**src/rtl/length_framed_command_receiver_defines.svh**
```systemverilog
// Assertion macros for the frame receiver.
// Define ASSERT_OFF to compile the checks out.
`ifndef LENGTH_FRAMED_COMMAND_RECEIVER_DEFINES_SVH
`define LENGTH_FRAMED_COMMAND_RECEIVER_DEFINES_SVH

`ifndef ASSERT_OFF
// Same-cycle implication.
`define LFCR_ASSERT_IMP(label, clk, rst_n, ante, cons, msg) \
    label: assert property (@(posedge clk) disable iff (!rst_n) (ante) |-> (cons)) \
        else $error(msg);
// Next-cycle implication.
`define LFCR_ASSERT_NXT(label, clk, rst_n, ante, cons, msg) \
    label: assert property (@(posedge clk) disable iff (!rst_n) (ante) |=> (cons)) \
        else $error(msg);
`else
`define LFCR_ASSERT_IMP(label, clk, rst_n, ante, cons, msg)
`define LFCR_ASSERT_NXT(label, clk, rst_n, ante, cons, msg)
`endif

`endif

```
**src/rtl/lfcr_pkg.sv**
```systemverilog
`default_nettype none

package lfcr_pkg;

    localparam int unsigned BYTE_W    = 8;
    localparam int unsigned KIND_W    = 2;
    localparam int unsigned RIDX_W    = 5;
    localparam int unsigned LIMIT_W   = 6;
    localparam int unsigned POS_W     = 6;
    localparam int unsigned PHASE_W   = 2;
    localparam int unsigned CFG_IDX_W = 2;

    // Fixed frame positions.
    localparam logic [POS_W-1:0] POS_HEAD = 6'd0;
    localparam logic [POS_W-1:0] POS_FUNC = 6'd1;
    localparam logic [POS_W-1:0] POS_LEN  = 6'd2;
    localparam logic [POS_W-1:0] ID_START = 6'd3;

    localparam logic [BYTE_W-1:0]  TOTAL_EXTRA     = 8'd4;
    localparam logic [BYTE_W-1:0]  HEADER_RESET    = 8'h00;
    localparam logic [LIMIT_W-1:0] LIMIT_RESET     = 6'd24;

    typedef enum logic [KIND_W-1:0] {
        KIND_BYTE    = 2'd0,
        KIND_READ    = 2'd1,
        KIND_RELEASE = 2'd2
    } t_kind;

    typedef enum logic [CFG_IDX_W-1:0] {
        REG_HEADER = 2'd0,
        REG_LIMIT  = 2'd1
    } t_reg_index;

endpackage

`default_nettype wire

```
**src/rtl/lfcr_if.sv**
```systemverilog
`default_nettype none

interface lfcr_cmd_if;
    import lfcr_pkg::*;
    logic              valid;
    logic              ready;
    logic [KIND_W-1:0] kind;
    logic [BYTE_W-1:0] rx_byte;
    logic [RIDX_W-1:0] read_index;

    modport source (output valid, output kind, output rx_byte, output read_index,
                    input ready);
    modport sink   (input valid, input kind, input rx_byte, input read_index,
                    output ready);
endinterface

interface lfcr_rsp_if;
    import lfcr_pkg::*;
    logic               valid;
    logic               ready;
    logic               frame_ready;
    logic               byte_taken;
    logic [BYTE_W-1:0]  read_data;
    logic [BYTE_W-1:0]  frame_total;
    logic [PHASE_W-1:0] parser_phase;

    modport source (output valid, output frame_ready, output byte_taken,
                    output read_data, output frame_total, output parser_phase,
                    input ready);
    modport sink   (input valid, input frame_ready, input byte_taken,
                    input read_data, input frame_total, input parser_phase,
                    output ready);
endinterface

interface lfcr_cfg_if;
    import lfcr_pkg::*;
    logic                 valid;
    logic                 ready;
    logic [CFG_IDX_W-1:0] reg_index;
    logic [BYTE_W-1:0]    wdata;

    modport source (output valid, output reg_index, output wdata, input ready);
    modport sink   (input valid, input reg_index, input wdata, output ready);
endinterface

`default_nettype wire

```
**src/rtl/length_framed_command_receiver.sv**
```systemverilog
// A result beat is registered and appears in the cycle after its command beat is accepted.
// One command beat per cycle while the result sink is not stalling; the frame store
// has one write port and one registered read port, and each beat uses at most one of them.
// Reset (synchronous, active low) clears the parser, ready flag, output valid
// and the registers (header 0, limit 24); the frame store is not cleared.
`default_nettype none
`include "length_framed_command_receiver_defines.svh"

module length_framed_command_receiver #(
    parameter int unsigned STORE_DEPTH = 32
) (
    input  wire    i_clk,
    input  wire    i_rst_n,
    lfcr_cmd_if.sink   i_cmd,
    lfcr_cfg_if.sink   i_cfg,
    lfcr_rsp_if.source o_rsp
);
    import lfcr_pkg::*;

    localparam int unsigned AW     = $clog2(STORE_DEPTH);
    localparam int unsigned WIDE_W = 9;
    localparam logic [WIDE_W-1:0] DEPTH_WIDE = WIDE_W'(STORE_DEPTH);

    typedef enum logic [PHASE_W-1:0] {
        PH_HEAD = 2'd0,
        PH_FUNC = 2'd1,
        PH_LEN  = 2'd2,
        PH_DATA = 2'd3
    } t_phase;

    t_phase             r_phase, n_phase;
    logic [POS_W-1:0]   r_pos, n_pos;
    logic [BYTE_W-1:0]  r_total, n_total;
    logic               r_ready, n_ready;
    logic               r_taken, n_taken;
    logic               r_out_valid;
    logic [BYTE_W-1:0]  r_header;
    logic [LIMIT_W-1:0] r_limit;
    logic [BYTE_W-1:0]  r_rd_data;

    logic [BYTE_W-1:0]  r_mem [STORE_DEPTH];

    logic               cmd_accept;
    logic               cfg_accept;
    logic               mem_we;
    logic [AW-1:0]      mem_waddr;
    logic [AW-1:0]      mem_raddr;
    logic               rd_hit;
    logic [WIDE_W-1:0]  pos_wide;
    logic [WIDE_W-1:0]  ridx_wide;
    logic [POS_W:0]     pos_inc;
    logic [BYTE_W-1:0]  len_total;

    assign i_cmd.ready = !r_out_valid || o_rsp.ready;
    assign i_cfg.ready = 1'b1;
    assign cmd_accept  = i_cmd.valid && i_cmd.ready;
    assign cfg_accept  = i_cfg.valid && i_cfg.ready;

    assign pos_wide  = {{(WIDE_W-POS_W){1'b0}}, r_pos};
    assign ridx_wide = {{(WIDE_W-RIDX_W){1'b0}}, i_cmd.read_index};
    assign pos_inc   = {1'b0, r_pos} + {{POS_W{1'b0}}, 1'b1};
    assign len_total = i_cmd.rx_byte + TOTAL_EXTRA;
    assign mem_raddr = ridx_wide[AW-1:0];
    assign rd_hit    = (t_kind'(i_cmd.kind) == KIND_READ) && (ridx_wide < DEPTH_WIDE);

    always_comb begin
        n_phase   = r_phase;
        n_pos     = r_pos;
        n_total   = r_total;
        n_ready   = r_ready;
        n_taken   = 1'b0;
        mem_we    = 1'b0;
        mem_waddr = pos_wide[AW-1:0];
        case (t_kind'(i_cmd.kind))
            KIND_BYTE: begin
                // Drop bytes while a finished frame waits for release.
                if (!r_ready) begin
                    case (r_phase)
                        PH_HEAD: begin
                            if (i_cmd.rx_byte == r_header) begin
                                mem_we    = 1'b1;
                                mem_waddr = AW'(POS_HEAD);
                                n_phase   = PH_FUNC;
                                n_taken   = 1'b1;
                            end
                        end
                        PH_FUNC: begin
                            mem_we    = 1'b1;
                            mem_waddr = AW'(POS_FUNC);
                            n_phase   = PH_LEN;
                            n_taken   = 1'b1;
                        end
                        PH_LEN: begin
                            mem_we    = 1'b1;
                            mem_waddr = AW'(POS_LEN);
                            n_total   = len_total;
                            n_taken   = 1'b1;
                            // Abandon frames whose total reaches the limit.
                            if (len_total < {{(BYTE_W-LIMIT_W){1'b0}}, r_limit}) begin
                                n_pos   = ID_START;
                                n_phase = PH_DATA;
                            end else begin
                                n_phase = PH_HEAD;
                            end
                        end
                        PH_DATA: begin
                            if (pos_wide >= DEPTH_WIDE) begin
                                n_phase = PH_HEAD;
                            end else begin
                                mem_we  = 1'b1;
                                n_pos   = pos_inc[POS_W-1:0];
                                n_taken = 1'b1;
                                if ({{(BYTE_W-POS_W-1){1'b0}}, pos_inc} > r_total) begin
                                    n_ready = 1'b1;
                                    n_phase = PH_HEAD;
                                end
                            end
                        end
                        default: ;
                    endcase
                end
            end
            KIND_RELEASE: n_ready = 1'b0;
            default: ;
        endcase
    end

    always_ff @(posedge i_clk) begin
        if (!i_rst_n) begin
            r_phase     <= PH_HEAD;
            r_pos       <= '0;
            r_total     <= '0;
            r_ready     <= 1'b0;
            r_taken     <= 1'b0;
            r_out_valid <= 1'b0;
            r_header    <= HEADER_RESET;
            r_limit     <= LIMIT_RESET;
        end else begin
            if (cfg_accept) begin
                case (t_reg_index'(i_cfg.reg_index))
                    REG_HEADER: r_header <= i_cfg.wdata;
                    REG_LIMIT:  r_limit  <= i_cfg.wdata[LIMIT_W-1:0];
                    default: ;
                endcase
            end
            if (cmd_accept) begin
                r_phase     <= n_phase;
                r_pos       <= n_pos;
                r_total     <= n_total;
                r_ready     <= n_ready;
                r_taken     <= n_taken;
                r_out_valid <= 1'b1;
            end else if (o_rsp.ready) begin
                r_out_valid <= 1'b0;
            end
        end
    end

    // Frame store: at most one write or one registered read per accepted beat.
    always_ff @(posedge i_clk) begin
        if (cmd_accept) begin
            if (mem_we) begin
                r_mem[mem_waddr] <= i_cmd.rx_byte;
            end
            if (rd_hit) begin
                r_rd_data <= r_mem[mem_raddr];
            end else begin
                r_rd_data <= '0;
            end
        end
    end

    assign o_rsp.valid        = r_out_valid;
    assign o_rsp.frame_ready  = r_ready;
    assign o_rsp.byte_taken   = r_taken;
    assign o_rsp.read_data    = r_rd_data;
    assign o_rsp.frame_total  = r_total;
    assign o_rsp.parser_phase = r_phase;

    `LFCR_ASSERT_IMP(a_ready_in_head, i_clk, i_rst_n, r_ready, r_phase == PH_HEAD, "ready flag up outside header phase")
    `LFCR_ASSERT_IMP(a_data_pos, i_clk, i_rst_n, r_phase == PH_DATA, r_pos >= ID_START, "payload position below ID start")
    `LFCR_ASSERT_NXT(a_drop_while_ready, i_clk, i_rst_n, cmd_accept && r_ready && (t_kind'(i_cmd.kind) == KIND_BYTE), !o_rsp.byte_taken, "byte taken while frame ready")
    `LFCR_ASSERT_NXT(a_read_zero, i_clk, i_rst_n, cmd_accept && (t_kind'(i_cmd.kind) != KIND_READ), o_rsp.read_data == '0, "read data nonzero for non-read beat")
    `LFCR_ASSERT_NXT(a_result_follows, i_clk, i_rst_n, cmd_accept, o_rsp.valid, "no result beat after accepted command")

endmodule

`default_nettype wire
```
**src/flat_wrapper.sv**
```systemverilog
// flat-port wrapper written by rule: the top's interface ports become plain ports
module length_framed_command_receiver_flat import lfcr_pkg::*;
#(
    parameter int unsigned STORE_DEPTH = 32
)
  (i_clk, i_rst_n, i_cmd_valid, i_cmd_kind, i_cmd_rx_byte, i_cmd_read_index, i_cmd_ready, i_cfg_valid, i_cfg_reg_index, i_cfg_wdata, i_cfg_ready, o_rsp_valid, o_rsp_frame_ready, o_rsp_byte_taken, o_rsp_read_data, o_rsp_frame_total, o_rsp_parser_phase, o_rsp_ready);
  lfcr_cmd_if i_cmd_i ();
  lfcr_cfg_if i_cfg_i ();
  lfcr_rsp_if o_rsp_i ();
  input  wire i_clk;
  input  wire i_rst_n;
  input wire logic [$bits(i_cmd_i.valid)-1:0] i_cmd_valid;
  input wire logic [$bits(i_cmd_i.kind)-1:0] i_cmd_kind;
  input wire logic [$bits(i_cmd_i.rx_byte)-1:0] i_cmd_rx_byte;
  input wire logic [$bits(i_cmd_i.read_index)-1:0] i_cmd_read_index;
  output wire logic [$bits(i_cmd_i.ready)-1:0] i_cmd_ready;
  input wire logic [$bits(i_cfg_i.valid)-1:0] i_cfg_valid;
  input wire logic [$bits(i_cfg_i.reg_index)-1:0] i_cfg_reg_index;
  input wire logic [$bits(i_cfg_i.wdata)-1:0] i_cfg_wdata;
  output wire logic [$bits(i_cfg_i.ready)-1:0] i_cfg_ready;
  output wire logic [$bits(o_rsp_i.valid)-1:0] o_rsp_valid;
  output wire logic [$bits(o_rsp_i.frame_ready)-1:0] o_rsp_frame_ready;
  output wire logic [$bits(o_rsp_i.byte_taken)-1:0] o_rsp_byte_taken;
  output wire logic [$bits(o_rsp_i.read_data)-1:0] o_rsp_read_data;
  output wire logic [$bits(o_rsp_i.frame_total)-1:0] o_rsp_frame_total;
  output wire logic [$bits(o_rsp_i.parser_phase)-1:0] o_rsp_parser_phase;
  input wire logic [$bits(o_rsp_i.ready)-1:0] o_rsp_ready;
  assign i_cmd_i.valid = i_cmd_valid;
  assign i_cmd_i.kind = i_cmd_kind;
  assign i_cmd_i.rx_byte = i_cmd_rx_byte;
  assign i_cmd_i.read_index = i_cmd_read_index;
  assign i_cmd_ready = i_cmd_i.ready;
  assign i_cfg_i.valid = i_cfg_valid;
  assign i_cfg_i.reg_index = i_cfg_reg_index;
  assign i_cfg_i.wdata = i_cfg_wdata;
  assign i_cfg_ready = i_cfg_i.ready;
  assign o_rsp_valid = o_rsp_i.valid;
  assign o_rsp_frame_ready = o_rsp_i.frame_ready;
  assign o_rsp_byte_taken = o_rsp_i.byte_taken;
  assign o_rsp_read_data = o_rsp_i.read_data;
  assign o_rsp_frame_total = o_rsp_i.frame_total;
  assign o_rsp_parser_phase = o_rsp_i.parser_phase;
  assign o_rsp_i.ready = o_rsp_ready;
  length_framed_command_receiver #(.STORE_DEPTH(STORE_DEPTH)) u_core (.i_clk(i_clk), .i_rst_n(i_rst_n), .i_cmd(i_cmd_i), .i_cfg(i_cfg_i), .o_rsp(o_rsp_i));
endmodule
```
**config.mk**
```make
export PLATFORM = sky130hd
export DESIGN_NAME = length_framed_command_receiver_flat
export DESIGN_NICKNAME = d
export VERILOG_FILES = /design/src/rtl/lfcr_pkg.sv /design/src/rtl/lfcr_if.sv /design/src/rtl/length_framed_command_receiver.sv /design/src/flat_wrapper.sv
export VERILOG_INCLUDE_DIRS = /design/src /design/src/rtl
export SDC_FILE = /design/constraint.sdc
export NUM_CORES = 1
export LEC_CHECK = 0
export BUFFER_PORTS_ARGS = -buffer_cell sky130_fd_sc_hd__buf_2
export CAP_MARGIN = 20
export CORE_MARGIN = 4
export CORE_UTILIZATION = 50
export DETAILED_ROUTE_END_ITERATION = 8
export PLACE_DENSITY = 0.67
export REMOVE_ABC_BUFFERS = 1
export SYNTH_ARGS = -nofsm -noshare
export SYNTH_HDL_FRONTEND = slang
export SYNTH_SLANG_ARGS = --single-unit
export TNS_END_PERCENT = 5
```
**constraint.sdc**
```tcl
create_clock -name i_clk -period 3.3 [get_ports i_clk]
set_input_delay 0.33 -clock i_clk [delete_from_list [all_inputs] [get_ports i_clk]]
set_output_delay 0.33 -clock i_clk [all_outputs]
set_load 0.005 [all_outputs]
```
==> parameters.txt, run 1 <==
Parameter                              Value

Floorplanning
  IO Pins ... 53
  Chip height ... ~170 µm
  Die Wd ... between 150 and 200 µm
  Placeable core region ... about 0.024 mm²
  Die outline area ... roughly 0.027 mm²
  Initial cell density of the core ... 50.9%
  Row count ... 57

Pwr
  Power density over the cells ... between 500 and 600 mW/mm²
  LEAKAGE ... about 4.9 nW
  VDD IR max ... about 0.00039 V

Logic synthesis
  Distinct cell type count of the synthesized netlist ... 55
  Share of flip-flops with an asynchronous set or reset ... 0%
  Synth top area share ... 63.9%
  Most area-consuming cells after synthesis ... sky130_fd_sc_hd__edfxtp_1, sky130_fd_sc_hd__mux4_1, sky130_fd_sc_hd__mux4_2, sky130_fd_sc_hd__dfxtp_1, sky130_fd_sc_hd__ha_1
  Post-synthesis cell count ... roughly 660
  Netlist area before placement ... between 0.01 and 0.015 mm²
  Ys Warns ... 0
  Count of state elements after synthesis ... 297
  Number of synthesized flops with an enable pin ... 264
  Part of the Yosys area used for sequential elements ... 69.2%
  Synth cell count leaders ... sky130_fd_sc_hd__edfxtp_1, sky130_fd_sc_hd__nor2_1, sky130_fd_sc_hd__mux4_2
  Largest area contributor in the netlist ... sky130_fd_sc_hd__edfxtp_1
  Count leader, synth ... sky130_fd_sc_hd__edfxtp_1
  Flip-flop cell with the highest count after synthesis ... sky130_fd_sc_hd__edfxtp_1
  Mean instance size in the synthesized netlist ... about 19 µm²

CTS
  Clock root buffer master ... sky130_fd_sc_hd__clkbuf_16
  CTS tree ... built
  Cts bufs inserted ... 30
  CTS H-Tree Depth ... 1
  Clock-pin slew of the registers on the worst-case setup and hold paths ... approximately 0.060 ns
  Setup Fix Bufs, Post-CTS ... 0
  Number of hold buffers added after CTS ... 0
  Number of buffers on the longest clock path ... 3
  Clock latency on the worst-skew pair ... roughly 0.55 ns
  Post-cts gate resize count ... 0
  Total clock sinks ... ~300

Timing
  Total setup violations reported at the end of the flow ... 0
  Final worst-path cycle share ... between 80% and 90%
  Achievable Freq ... between 300 and 400 MHz
  Hold violation count in the final report ... 0
  Worst rel slew slack ... 51.3%
  Transition time at the pin with the least slew margin ... about 0.73 ns
  Setup TNS Final ... 0 ns
  Final min period ... between 2 and 3 ns
  Slew Viols, Final ... 0
  Worst clock skew ... between 0.015 and 0.02 ns
  Unrepaired setup endpoints after global routing ... false

GRT
  Global-route wire length before repair ... roughly 40,000 µm
  Largest net degree at the start of global routing ... 65
  Number of antenna violations at the first check in global routing ... 0
  Total congestion overflow after global routing ... 0
  Total routing usage reported by global routing ... between 10% and 20%
  Via count of the first global-routing pass ... 6,483

Route
  Initial detailed-routing violation count ... between 500 and 600
  Total wirelength of the detailed-routed design ... approximately 26,000 µm
  Per-cell routed wire length ... 23.7 µm
  Count of nets left with antenna violations after detail routing ... 0
  DR vias/cell ... 5.83
  First drt pass iteration count ... 5
  Vias post-DR ... 6,471
  DRC violations left ... 0

Flow run
  Max_cap viols ... 0

Worst setup path
  Kind of launch point of the worst setup path ... register
  Crit path capture type ... register
  Worst path arrival time ... around 3.2 ns
  Required @ worst endpoint ... ~3.8 ns
  Crit Path Max Fanout ... 10
  Crit path kind ... reg2reg

Final layout
  Final std cells w/o fill ... between 1,000 and 1,500
  Count of antenna diodes in the layout ... 0
  Final nets ... ~800
  Layout overhead on the synthesized area ... 14.8%
  Fillers ... around 1,800
  Proportion of layout cells with a drive suffix above 1 ... between 20% and 30%

Placement
  HPWL Detailed ... 17,600 µm
  Number of instances in the placed design ... 1,054
  Global placer's final weighted congestion ... slightly above 0.8
  Number of buffers inserted by port buffering ... 51

Run status
  Status ... finished clean

Min path
  Class of the most critical hold timing path ... in2reg
## flip-flops by register name (all words and copies together), names as in the netlist
signal and flops:
u_core.r_mem 256, u_core.o_rsp.byte_taken 1, u_core.o_rsp.parser_phase 2, u_core.r_header 8, u_core.r_pos 6, u_core.r_limit 6, u_core.o_rsp.frame_ready 1, u_core.o_rsp.valid 1
u_core.o_rsp.read_data 8, u_core.o_rsp.frame_total 8
## kinds of logic after synthesis
kind of cell | synth area share (%)
DFF | 69.2
and+or+nand+nor | 5.30
muxes | 17.4
buffers and inverters | 2.67
AOI/OAI and AO/OA | 2.50
adders and majority gates | 1.91
xor gates and xnor gates | 1.06
other | 0.0302
## layout make-up
cell class | instances | area [µm²] | area share, %
timing repair buffer | 97 | 641 | 4.50
sequential | 297 | 8590 | 60.3
clock buffer | 39 | 815 | 5.72
tap | 324 | 405 | 2.85
clock inverter | 16 | 225 | 1.58
inverter | 21 | 78.8 | 0.553
multi-input combinational | 315 | 3500 | 24.5
## where the power goes
| part | switching (mW) | leakage (nW) | internal, mW |
|---|---|---|---|
| combinational | 0.212 | 1.72 | 0.155 |
| clock | 1.36 | 0.505 | 2.13 |
| sequential | 0.00571 | 2.65 | 4.10 |
| total | 1.58 | 4.87 | 6.39 |
## metrics by stage
stage	total power [mW]	utilization, %	hold slack [ns]	area, µm²	setup slack [ns]
final	7.97	58.4	0.0263	14200	0.510
after detailed placement	4.56	54.2	0.462	13200	0.511
after global routing	8.23	58.4	0.0260	14200	0.310
after global placement	4.55	54.2	0.447	13200	0.589
after CTS	8.03	58.4	0.0131	14200	0.552
after floorplan	4.35	-	0.392	12200	0.647
## metal layers
metal / part of all wire, % / up-vias / track usage [%]
li1: - / 2886 / -
met3: 6.1 / 30 / 3.00
met4: 1.8 / 0 / 4.46
met1: 45 / 3321 / 30.0
met2: 47 / 234 / 30.5
met5: 0 / - / 0
## final timing paths
kind / startpoint / endpoint / slack (ns) / cells past startpoint
worst max-delay path: u_core.r_pos[2]$_SDFFE_PN0P_ / u_core.o_rsp.parser_phase[0]$_SDFFE_PN0P_ / 0.51 / 10
worst min-delay path: i_cfg_wdata[7] / u_core.r_header[7]$_SDFFE_PN0P_ / 0.03 / 3
worst max register to register: u_core.r_pos[2]$_SDFFE_PN0P_ / u_core.o_rsp.parser_phase[0]$_SDFFE_PN0P_ / 0.51 / 10
worst min register to register: u_core.o_rsp.byte_taken$_SDFFE_PN0P_ / u_core.o_rsp.byte_taken$_SDFFE_PN0P_ / 0.47 / 2
## placed cells by master (no fill, tap or decap), drive strengths merged, types with 19 or more instances in the layout
cell,netlist,layout
clkbuf,15,39
dfxtp,33,33
buf,13,97
mux4,80,80
nor2,58,58
ha,19,19
nand2,24,24
edfxtp,264,264
inv,20,21
mux2i,21,21
## worst max-delay path, cell delays in order (launching register included)
cell and delay (ns):
sky130_fd_sc_hd__dfxtp_1 0.55, sky130_fd_sc_hd__nand3_1 0.25, sky130_fd_sc_hd__nor2_1 0.18, sky130_fd_sc_hd__xor2_1 0.23
sky130_fd_sc_hd__ha_1 0.28, sky130_fd_sc_hd__and4b_1 0.25, sky130_fd_sc_hd__nand2_1 0.08, sky130_fd_sc_hd__a21o_1 0.11
sky130_fd_sc_hd__a31oi_1 0.08, sky130_fd_sc_hd__or4b_1 0.49, sky130_fd_sc_hd__and3_1 0.17
(Power assumes the default switching activity.)
==> run 2: changes to the inputs <==
--- a/config.mk
+++ b/config.mk
@@ -11,7 +11,7 @@
 export CORE_MARGIN = 4
 export CORE_UTILIZATION = 50
 export DETAILED_ROUTE_END_ITERATION = 8
-export PLACE_DENSITY = 0.67
+export PLACE_DENSITY = 0.69
 export REMOVE_ABC_BUFFERS = 1
 export SYNTH_ARGS = -nofsm -noshare
 export SYNTH_HDL_FRONTEND = slang
==> constraint.sdc (replaced) <==
create_clock -name i_clk -period 2.4 [get_ports i_clk]
set_input_delay 0.24 -clock i_clk [delete_from_list [all_inputs] [get_ports i_clk]]
set_output_delay 0.24 -clock i_clk [all_outputs]
set_load 0.005 [all_outputs]
==> run 2 against run 1 <==
Largest power group unchanged. First-iteration DRC count down 13%. Global-route usage about the same. Sequential share of layout area down 1.8 points. Fmax up 20%. Worst hold slack better by 0.0038 ns. Sequential power up 37%. Critical endpoint unchanged.
==> parameters.txt, run 2 (synthesis results as in run 1) <==
Parameter                              Value

GRT
  Number of antenna violations at the first check in global routing ... 0 (unchanged)
  Largest net degree at the start of global routing ... 35 (was 65)
  Total congestion overflow after global routing ... 0 (unchanged)
  Via count of the first global-routing pass ... 6,732 (was 6,483)
  Total routing usage reported by global routing ... 19.7% (about the same)
  Global-route wire length before repair ... 40,200 µm (was 39,800 µm)

Run status
  Status ... finished clean (unchanged)

Worst setup path
  Launch instance of the worst register-to-register path ... u_core.r_pos[0]$_SDFFE_PN0P_ (was u_core.r_pos[2]$_SDFFE_PN0P_)
  Crit path capture type ... register (unchanged)
  Kind of launch point of the worst setup path ... register (unchanged)
  Worst setup slack for register-to-register paths ... 0.08 ns (was 0.51 ns)
  Critical register-to-register path endpoint ... u_core.o_rsp.parser_phase[0]$_SDFFE_PN0P_ (unchanged)
  Worst path arrival time ... 2.74 ns (was 3.24 ns)
  Required @ worst endpoint ... 2.82 ns (was 3.75 ns)
  Crit path kind ... reg2reg (unchanged)
  Worst setup path start ... u_core.r_pos[0]$_SDFFE_PN0P_ (was u_core.r_pos[2]$_SDFFE_PN0P_)
  Crit Path Max Fanout ... 5 (was 10)
  R2r worst-path depth ... 9 (was 10)
  Worst setup path end ... u_core.o_rsp.parser_phase[0]$_SDFFE_PN0P_ (unchanged)

Timing
  Setup TNS Final ... 0 ns (unchanged)
  Unrepaired setup endpoints after global routing ... true (was false)
  Slew Viols, Final ... 0 (unchanged)
  Hold violation count in the final report ... 0 (unchanged)
  Hold Slack ... 0.0302 ns (was 0.0263 ns)
  Worst rel slew slack ... 60.5% (was 51.3%)
  Worst clock skew ... 0.0216 ns (was 0.0169 ns)
  Total setup violations reported at the end of the flow ... 0 (unchanged)
  Achievable Freq ... 431 MHz (was 358 MHz)
  Transition time at the pin with the least slew margin ... 0.592 ns (was 0.726 ns)
  Final worst-path cycle share ... 96.7% (was 84.5%)
  Final min period ... 2.32 ns (was 2.79 ns)

Pwr
  VDD IR max ... 0.000446 V (was 0.000393 V)
  Power density over the cells ... 719 mW/mm² (was 559 mW/mm²)
  LEAKAGE ... 5.06 nW (was 4.87 nW)
  Total power consumption of the routed design ... 10.6 mW (was 7.97 mW)

Min path
  Number of cells traversed by the worst hold path ... 3 (unchanged)
  Class of the most critical hold timing path ... in2reg (unchanged)

CTS
  Clock-pin slew of the registers on the worst-case setup and hold paths ... 0.06 ns (about the same)
  Number of buffers on the longest clock path ... 3 (unchanged)
  Cts bufs inserted ... 29 (was 30)
  CTS H-Tree Depth ... 1 (unchanged)
  Clock root buffer master ... sky130_fd_sc_hd__clkbuf_16 (unchanged)
  Total clock sinks ... 297 (unchanged)
  Clock latency on the worst-skew pair ... 0.54 ns (was 0.55 ns)
  CTS tree ... built (unchanged)

Final layout
  Commonest cells after routing, fill and taps aside ... sky130_fd_sc_hd__edfxtp_1, sky130_fd_sc_hd__buf_4, sky130_fd_sc_hd__nor2_1 (was sky130_fd_sc_hd__edfxtp_1, sky130_fd_sc_hd__nor2_1, sky130_fd_sc_hd__buf_2)
  Number of flip-flops in the largest register ... 256 (unchanged)
  Final std cell area, no fill ... 0.0147 mm² (was 0.0142 mm²)
  Final std cells w/o fill ... 1,151 (was 1,109)
  Final nets ... 854 (was 811)
  Top register by number of flip-flops ... u_core.r_mem (unchanged)
  Layout overhead on the synthesized area ... 18.5% (was 14.8%)
  Proportion of layout cells with a drive suffix above 1 ... 29.6% (was 24.3%)
  Count of antenna diodes in the layout ... 0 (unchanged)
  Most frequent standard cell in the layout excluding fill and tap cells ... sky130_fd_sc_hd__edfxtp_1 (unchanged)

Placement
  Number of instances in the placed design ... 1,084 (was 1,054)
  Global placer's final weighted congestion ... 0.922 (was 0.813)
  Total placed instance area ... 0.0135 mm² (was 0.0132 mm²)
  Number of buffers inserted by port buffering ... 51 (unchanged)
  HPWL Detailed ... 17,600 µm (about the same)

Route
  Initial detailed-routing violation count ... 480 (was 553)
  DR vias/cell ... 5.73 (was 5.83)
  First drt pass iteration count ... 5 (unchanged)
  Per-cell routed wire length ... 22.9 µm (was 23.7 µm)
  Total wirelength of the detailed-routed design ... 26,300 µm (was 26,200 µm)
  DRC violations left ... 0 (unchanged)
  Vias post-DR ... 6,590 (was 6,471)
  Count of nets left with antenna violations after detail routing ... 0 (unchanged)

Floorplanning
  IO Pins ... 53 (unchanged)
  Die outline area ... 0.0274 mm² (unchanged)
  Row count ... 57 (unchanged)
  Placeable core region ... 0.0244 mm² (unchanged)
  Chip height ... 166 µm (unchanged)
  Initial cell density of the core ... 50.9% (unchanged)
  Die Wd ... 166 µm (unchanged)

Flow run
  Max_cap viols ... 0 (unchanged)
## run 2: cell count changes in the layout (fill, tap and decap cells not counted), sizes merged
| cell | change |
|---|---|
| clkinv | +5 |
| bufinv | -2 |
| inv | -1 |
| buf | +31 |
| dlygate4sd3 | +13 |
| clkbuf | -8 |
| clkinvlp | +4 |
## run 2: power by group
group          total (mW)  internal [mW]  switching (mW)
combinational       0.541          0.250           0.292
sequential           5.64           5.63         0.00785
clock                4.39           2.53            1.86
total                10.6           8.42            2.16
## run 2: how the worst min path moves through the flow
stage	slack [ns]	to	start
after global placement	0.44	u_core.o_rsp.byte_taken$_SDFFE_PN0P_	u_core.o_rsp.byte_taken$_SDFFE_PN0P_
after detailed placement	0.47	u_core.o_rsp.byte_taken$_SDFFE_PN0P_	u_core.o_rsp.byte_taken$_SDFFE_PN0P_
after CTS	0.02	u_core.o_rsp.valid$_SDFFE_PN0P_	o_rsp_ready
after global routing	0.05	u_core.o_rsp.valid$_SDFFE_PN0P_	o_rsp_ready
after floorplan	0.30	u_core.r_limit[3]$_SDFFE_PN1P_	i_rst_n
final	0.03	u_core.o_rsp.valid$_SDFFE_PN0P_	o_rsp_ready
## run 2: area by class of cell
type	instances	area, µm²
flip-flops and latches	297	8600
clock buffers	31	733
fillers	1738	9680
multi-input cells	315	3630
clock inverters	22	196
well taps	324	405
repair buffers	141	1060
inverters	21	78.8
## run 2: timing repair
| item | 4_1_cts | 5_1_grt |
|---|---|---|
| endpoints found under the setup margin | 15 | 168 |
| resized for setup | 5 | 31 |
| endpoints found under the hold margin | 17 | 0 |
| hold buffers | 13 | 0 |
| pin swaps | 0 | 4 |
| buffers inserted | 0 | 1 |
## run 2: per-stage QoR
step / worst slack, ns / utilization (%)
2_1_floorplan: -0.253 / -
3_3_place_gp: 0.00755 / 55.3
3_5_place_dp: -0.0988 / 55.3
4_1_cts: -0.00271 / 59.7
5_1_grt: -0.0481 / 60.3
6_report: 0.0802 / 60.3
## run 2: critical path: stages, from the launching register on
cell and delay [ns]:
sky130_fd_sc_hd__dfxtp_4 0.38, sky130_fd_sc_hd__ha_4 0.17, sky130_fd_sc_hd__nand3_4 0.10, sky130_fd_sc_hd__xnor2_2 0.14, sky130_fd_sc_hd__ha_1 0.27, sky130_fd_sc_hd__and4b_1 0.24, sky130_fd_sc_hd__buf_4 0.14, sky130_fd_sc_hd__a31oi_2 0.11
sky130_fd_sc_hd__or4b_1 0.47, sky130_fd_sc_hd__and3_1 0.18
## run 2: layer usage
layer,part of all wire (%),vias to the layer above,GRT usage [%],wire length [µm]
met2,48,207,31.8,12700
li1,-,2974,-,-
met1,44,3371,29.0,11700
met5,0,-,0,0
met4,1.9,0,4.50,512
met3,5.4,38,2.73,1410
==> run 3: changes to the inputs <==
--- a/config.mk
+++ b/config.mk
@@ -6,6 +6,7 @@
 export SDC_FILE = /design/constraint.sdc
 export NUM_CORES = 1
 export LEC_CHECK = 0
+export ABC_AREA = 1
 export BUFFER_PORTS_ARGS = -buffer_cell sky130_fd_sc_hd__buf_2
 export CAP_MARGIN = 20
 export CORE_MARGIN = 4
==> run 3 against run 2 <==
Global-route usage grew 2.4 points. Total power rose by 1.2%. Register-to-register slack better by 0.02 ns. Critical path depth decreased by 2. Die area is 0.51% higher.
==> parameters.txt, run 3 <==
Parameter                              Value

Timing
  Transition time at the pin with the least slew margin ... 0.876 ns (was 0.592 ns)
  Final min period ... 2.30 ns (was 2.32 ns)
  Worst rel slew slack ... 41.4% (was 60.5%)
  Achievable Freq ... 435 MHz (was 431 MHz)
  Slew Viols, Final ... 0 (unchanged)
  Hold violation count in the final report ... 0 (unchanged)
  Setup TNS Final ... 0 ns (unchanged)
  Worst clock skew ... 0.0255 ns (was 0.0216 ns)
  Final worst-path cycle share ... 95.8% (was 96.7%)
  Total setup violations reported at the end of the flow ... 0 (unchanged)

Worst setup path
  Required @ worst endpoint ... 2.65 ns (was 2.82 ns)
  Slowest stage cell, crit path ... sky130_fd_sc_hd__dfxtp_1 (was sky130_fd_sc_hd__or4b_1)
  Cells traversed along the worst timing path ... inv_1 > ha_1 > or2_2 > o21ai_2 > nand2_2 > nor2_1 > buf_4 (was ha_4 > nand3_4 > xnor2_2 > ha_1 > and4b_1 > buf_4 > a31oi_2 > or4b_1 > and3_1)
  Crit Path Max Fanout ... 8 (was 5)
  Crit path capture type ... register (unchanged)
  Family with the most delay on the worst path ... simple AND/OR/NAND/NOR gates (unchanged)
  Kind of launch point of the worst setup path ... register (unchanged)
  Worst path arrival time ... 2.55 ns (was 2.74 ns)
  Worst path max stage delay ... 0.40 ns (was 0.47 ns)
  Crit path kind ... reg2reg (unchanged)
  Count of buffer and inverter cells on the critical path ... 2 (was 1)

Floorplanning
  Die Wd ... 166 µm (about the same)
  Die outline area ... 0.0276 mm² (was 0.0274 mm²)
  IO Pins ... 53 (unchanged)
  Initial cell density of the core ... 51.0% (was 50.9%)
  Chip height ... 166 µm (about the same)
  Placeable core region ... 0.0245 mm² (was 0.0244 mm²)
  Row count ... 57 (unchanged)

Logic synthesis
  Share of flip-flops with an asynchronous set or reset ... 0% (unchanged)
  Synth cell count leaders ... sky130_fd_sc_hd__edfxtp_1, sky130_fd_sc_hd__nor2_1, sky130_fd_sc_hd__o21ai_0 (was sky130_fd_sc_hd__edfxtp_1, sky130_fd_sc_hd__nor2_1, sky130_fd_sc_hd__mux4_2)
  Count of state elements after synthesis ... 297 (unchanged)
  Ys Warns ... 0 (unchanged)
  Distinct cell type count of the synthesized netlist ... 35 (was 55)
  Flip-flop cell with the highest count after synthesis ... sky130_fd_sc_hd__edfxtp_1 (unchanged)
  Synth top area share ... 63.5% (was 63.9%)
  Part of the Yosys area used for sequential elements ... 68.8% (was 69.2%)
  Most area-consuming cells after synthesis ... sky130_fd_sc_hd__edfxtp_1, sky130_fd_sc_hd__o21ai_0, sky130_fd_sc_hd__nor2_1, sky130_fd_sc_hd__dfxtp_1, sky130_fd_sc_hd__o221ai_1 (was sky130_fd_sc_hd__edfxtp_1, sky130_fd_sc_hd__mux4_1, sky130_fd_sc_hd__mux4_2, sky130_fd_sc_hd__dfxtp_1, sky130_fd_sc_hd__ha_1)
  Number of synthesized flops with an enable pin ... 264 (unchanged)
  Largest area contributor in the netlist ... sky130_fd_sc_hd__edfxtp_1 (unchanged)
  Netlist area before placement ... 0.0125 mm² (was 0.0124 mm²)
  Mean instance size in the synthesized netlist ... 11.5 µm² (was 18.8 µm²)
  Post-synthesis cell count ... 1,082 (was 662)
  Count leader, synth ... sky130_fd_sc_hd__edfxtp_1 (unchanged)

CTS
  Cts bufs inserted ... 30 (was 29)
  CTS tree ... built (unchanged)
  Setup Fix Bufs, Post-CTS ... 0 (unchanged)
  Clock latency on the worst-skew pair ... 0.56 ns (was 0.54 ns)
  Number of buffers on the longest clock path ... 3 (unchanged)
  Clock root buffer master ... sky130_fd_sc_hd__clkbuf_16 (unchanged)
  Total clock sinks ... 297 (unchanged)
  Clock-pin slew of the registers on the worst-case setup and hold paths ... 0.06 ns (about the same)
  CTS H-Tree Depth ... 1 (unchanged)

Route
  Total wirelength of the detailed-routed design ... 30,900 µm (was 26,300 µm)
  Count of nets left with antenna violations after detail routing ... 0 (unchanged)
  Initial detailed-routing violation count ... 849 (was 480)
  First drt pass iteration count ... 5 (unchanged)
  DR vias/cell ... 5.69 (was 5.73)
  Vias post-DR ... 8,738 (was 6,590)
  DRC violations left ... 0 (unchanged)
  Per-cell routed wire length ... 20.1 µm (was 22.9 µm)

GRT
  Largest net degree at the start of global routing ... 68 (was 35)
  Global-route wire length before repair ... 48,400 µm (was 40,200 µm)
  Met3 demand-to-capacity share in global routing ... 3.28% (was 2.73%)
  Via count of the first global-routing pass ... 8,537 (was 6,732)
  Total routing usage reported by global routing ... 22.1% (was 19.7%)
  Number of antenna violations at the first check in global routing ... 1 (was 0)
  Met1 track demand over resource ... 31.6% (was 29.0%)
  Total congestion overflow after global routing ... 0 (unchanged)
  Top Usage Layer GRT ... met2 (unchanged)
  Met2 usage in global routing ... 35.4% (was 31.8%)

Final layout
  Number of flip-flops in the largest register ... 256 (unchanged)
  Layout overhead on the synthesized area ... 16.2% (was 18.5%)
  Final nets ... 1,235 (was 854)
  Fillers ... 1,989 (was 1,738)
  Top register by number of flip-flops ... u_core.r_mem (unchanged)
  Commonest cells after routing, fill and taps aside ... sky130_fd_sc_hd__edfxtp_1, sky130_fd_sc_hd__nor2_1, sky130_fd_sc_hd__o21ai_0 (was sky130_fd_sc_hd__edfxtp_1, sky130_fd_sc_hd__buf_4, sky130_fd_sc_hd__nor2_1)
  Final std cell area, no fill ... 0.0145 mm² (was 0.0147 mm²)
  Most frequent standard cell in the layout excluding fill and tap cells ... sky130_fd_sc_hd__edfxtp_1 (unchanged)
  Proportion of layout cells with a drive suffix above 1 ... 15.5% (was 29.6%)

Pwr
  VDD IR max ... 0.000527 V (was 0.000446 V)
  Power density over the cells ... 738 mW/mm² (was 719 mW/mm²)
  LEAKAGE ... 5.19 nW (was 5.06 nW)

Min path
  Class of the most critical hold timing path ... in2reg (unchanged)

Placement
  Number of buffers inserted by port buffering ... 51 (unchanged)
  Total placed instance area ... 0.0135 mm² (about the same)
  HPWL Detailed ... 19,200 µm (was 17,600 µm)
  Global placer's final weighted congestion ... 0.856 (was 0.922)

Run status
  Status ... finished clean (unchanged)

Flow run
  Max_cap viols ... 0 (unchanged)
-- run 3: cell types whose count changed in the layout (fill, tap and decap cells not counted), moves of 8 or more --
cell,previous run,this run
sky130_fd_sc_hd__a21oi_1,9,27
sky130_fd_sc_hd__a22o_1,8,0
sky130_fd_sc_hd__inv_1,20,58
sky130_fd_sc_hd__mux2i_1,21,0
sky130_fd_sc_hd__mux4_1,38,0
sky130_fd_sc_hd__mux4_2,42,0
sky130_fd_sc_hd__nand2_1,23,94
sky130_fd_sc_hd__nand3_1,7,48
sky130_fd_sc_hd__nor2_1,56,208
sky130_fd_sc_hd__o21ai_0,7,160
sky130_fd_sc_hd__o221ai_1,0,60
-- run 3: worst paths after layout --
kind,start,endpoint,slack (ns),depth (start not counted)
setup / recovery,u_core.o_rsp.parser_phase[0]$_SDFFE_PN0P_,u_core.r_mem[4][6]$_DFFE_PP_,0.10,7
hold / removal,i_cfg_wdata[5],u_core.r_limit[5]$_SDFFE_PN0P_,0.03,3
setup reg to reg,u_core.o_rsp.parser_phase[0]$_SDFFE_PN0P_,u_core.r_mem[4][6]$_DFFE_PP_,0.10,7
hold reg to reg,u_core.r_limit[2]$_SDFFE_PN0P_,u_core.r_limit[2]$_SDFFE_PN0P_,0.47,2
-- run 3: logic make-up after synthesis --
family          Yosys count  synth area share [%]
flops                   297                  68.8
simple gates            373                  12.1
other cells               1                0.0300
buf+inv                 123                  4.07
compound gates          262                  12.6
fa+ha+maj                19                  1.90
xor+xnor                  7                 0.491
-- run 3: cell type report --
class                      count  area (µm²)  share of cell area, %
antenna                        2        5.00                 0.0345
sequential                   297        8590                   59.2
clock inverter                18         146                   1.01
inverter                      63         238                   1.64
timing repair buffer         132         938                   6.47
tap                          324         405                   2.79
clock buffer                  38         781                   5.38
multi-input combinational    662        3410                   23.5
-- run 3: worst reg2reg max path, delay by kind of cell (launching register included) --
| kind | cells | cell delay, ns |
|---|---|---|
| DFF | 1 | 0.40 |
| AOI/OAI and AO/OA | 1 | 0.22 |
| and+or+nand+nor | 3 | 0.80 |
| adders and majority gates | 1 | 0.27 |
| buffers and inverters | 2 | 0.32 |
-- run 3: repair_timing --
action	CTS	global route
setup endpoints to repair	0	95
hold buffers	9	0
endpoints found under the hold margin	10	0
gates resized for setup	0	8
-- run 3: per-layer routing --
| metal | part of all wire [%] | vias up | wire length, µm |
|---|---|---|---|
| li1 | - | 4114 | - |
| met1 | 43 | 4234 | 13400 |
| met2 | 46 | 333 | 14300 |
| met3 | 7.4 | 57 | 2300 |
| met4 | 2.9 | 0 | 887 |
| met5 | 0 | - | 0 |
-- run 3: stage by stage --
stage / util [%] / worst slack, ns / power (mW) / hold slack (ns) / std cells
floorplan: - / 0.184 / 6.03 / 0.329 / 1022
finish: 59.3 / 0.101 / 10.7 / 0.0266 / 1536
global route: 59.3 / -0.00771 / 11.1 / 0.0508 / 1534
global placement: 55.0 / 0.0551 / 6.38 / 0.452 / 1469
detailed placement: 55.0 / 0.0607 / 6.39 / 0.461 / 1469
CTS: 59.2 / 0.0254 / 10.8 / 0.00585 / 1534
-- run 3: power breakdown --
| group | total, mW | switching (mW) | leakage [nW] | internal, mW |
|---|---|---|---|---|
| Clock | 4.41 | 1.90 | 0.447 | 2.51 |
| Sequential | 5.65 | 0.00945 | 2.65 | 5.64 |
| Combinational | 0.643 | 0.441 | 2.10 | 0.202 |
| Total | 10.7 | 2.35 | 5.19 | 8.35 |
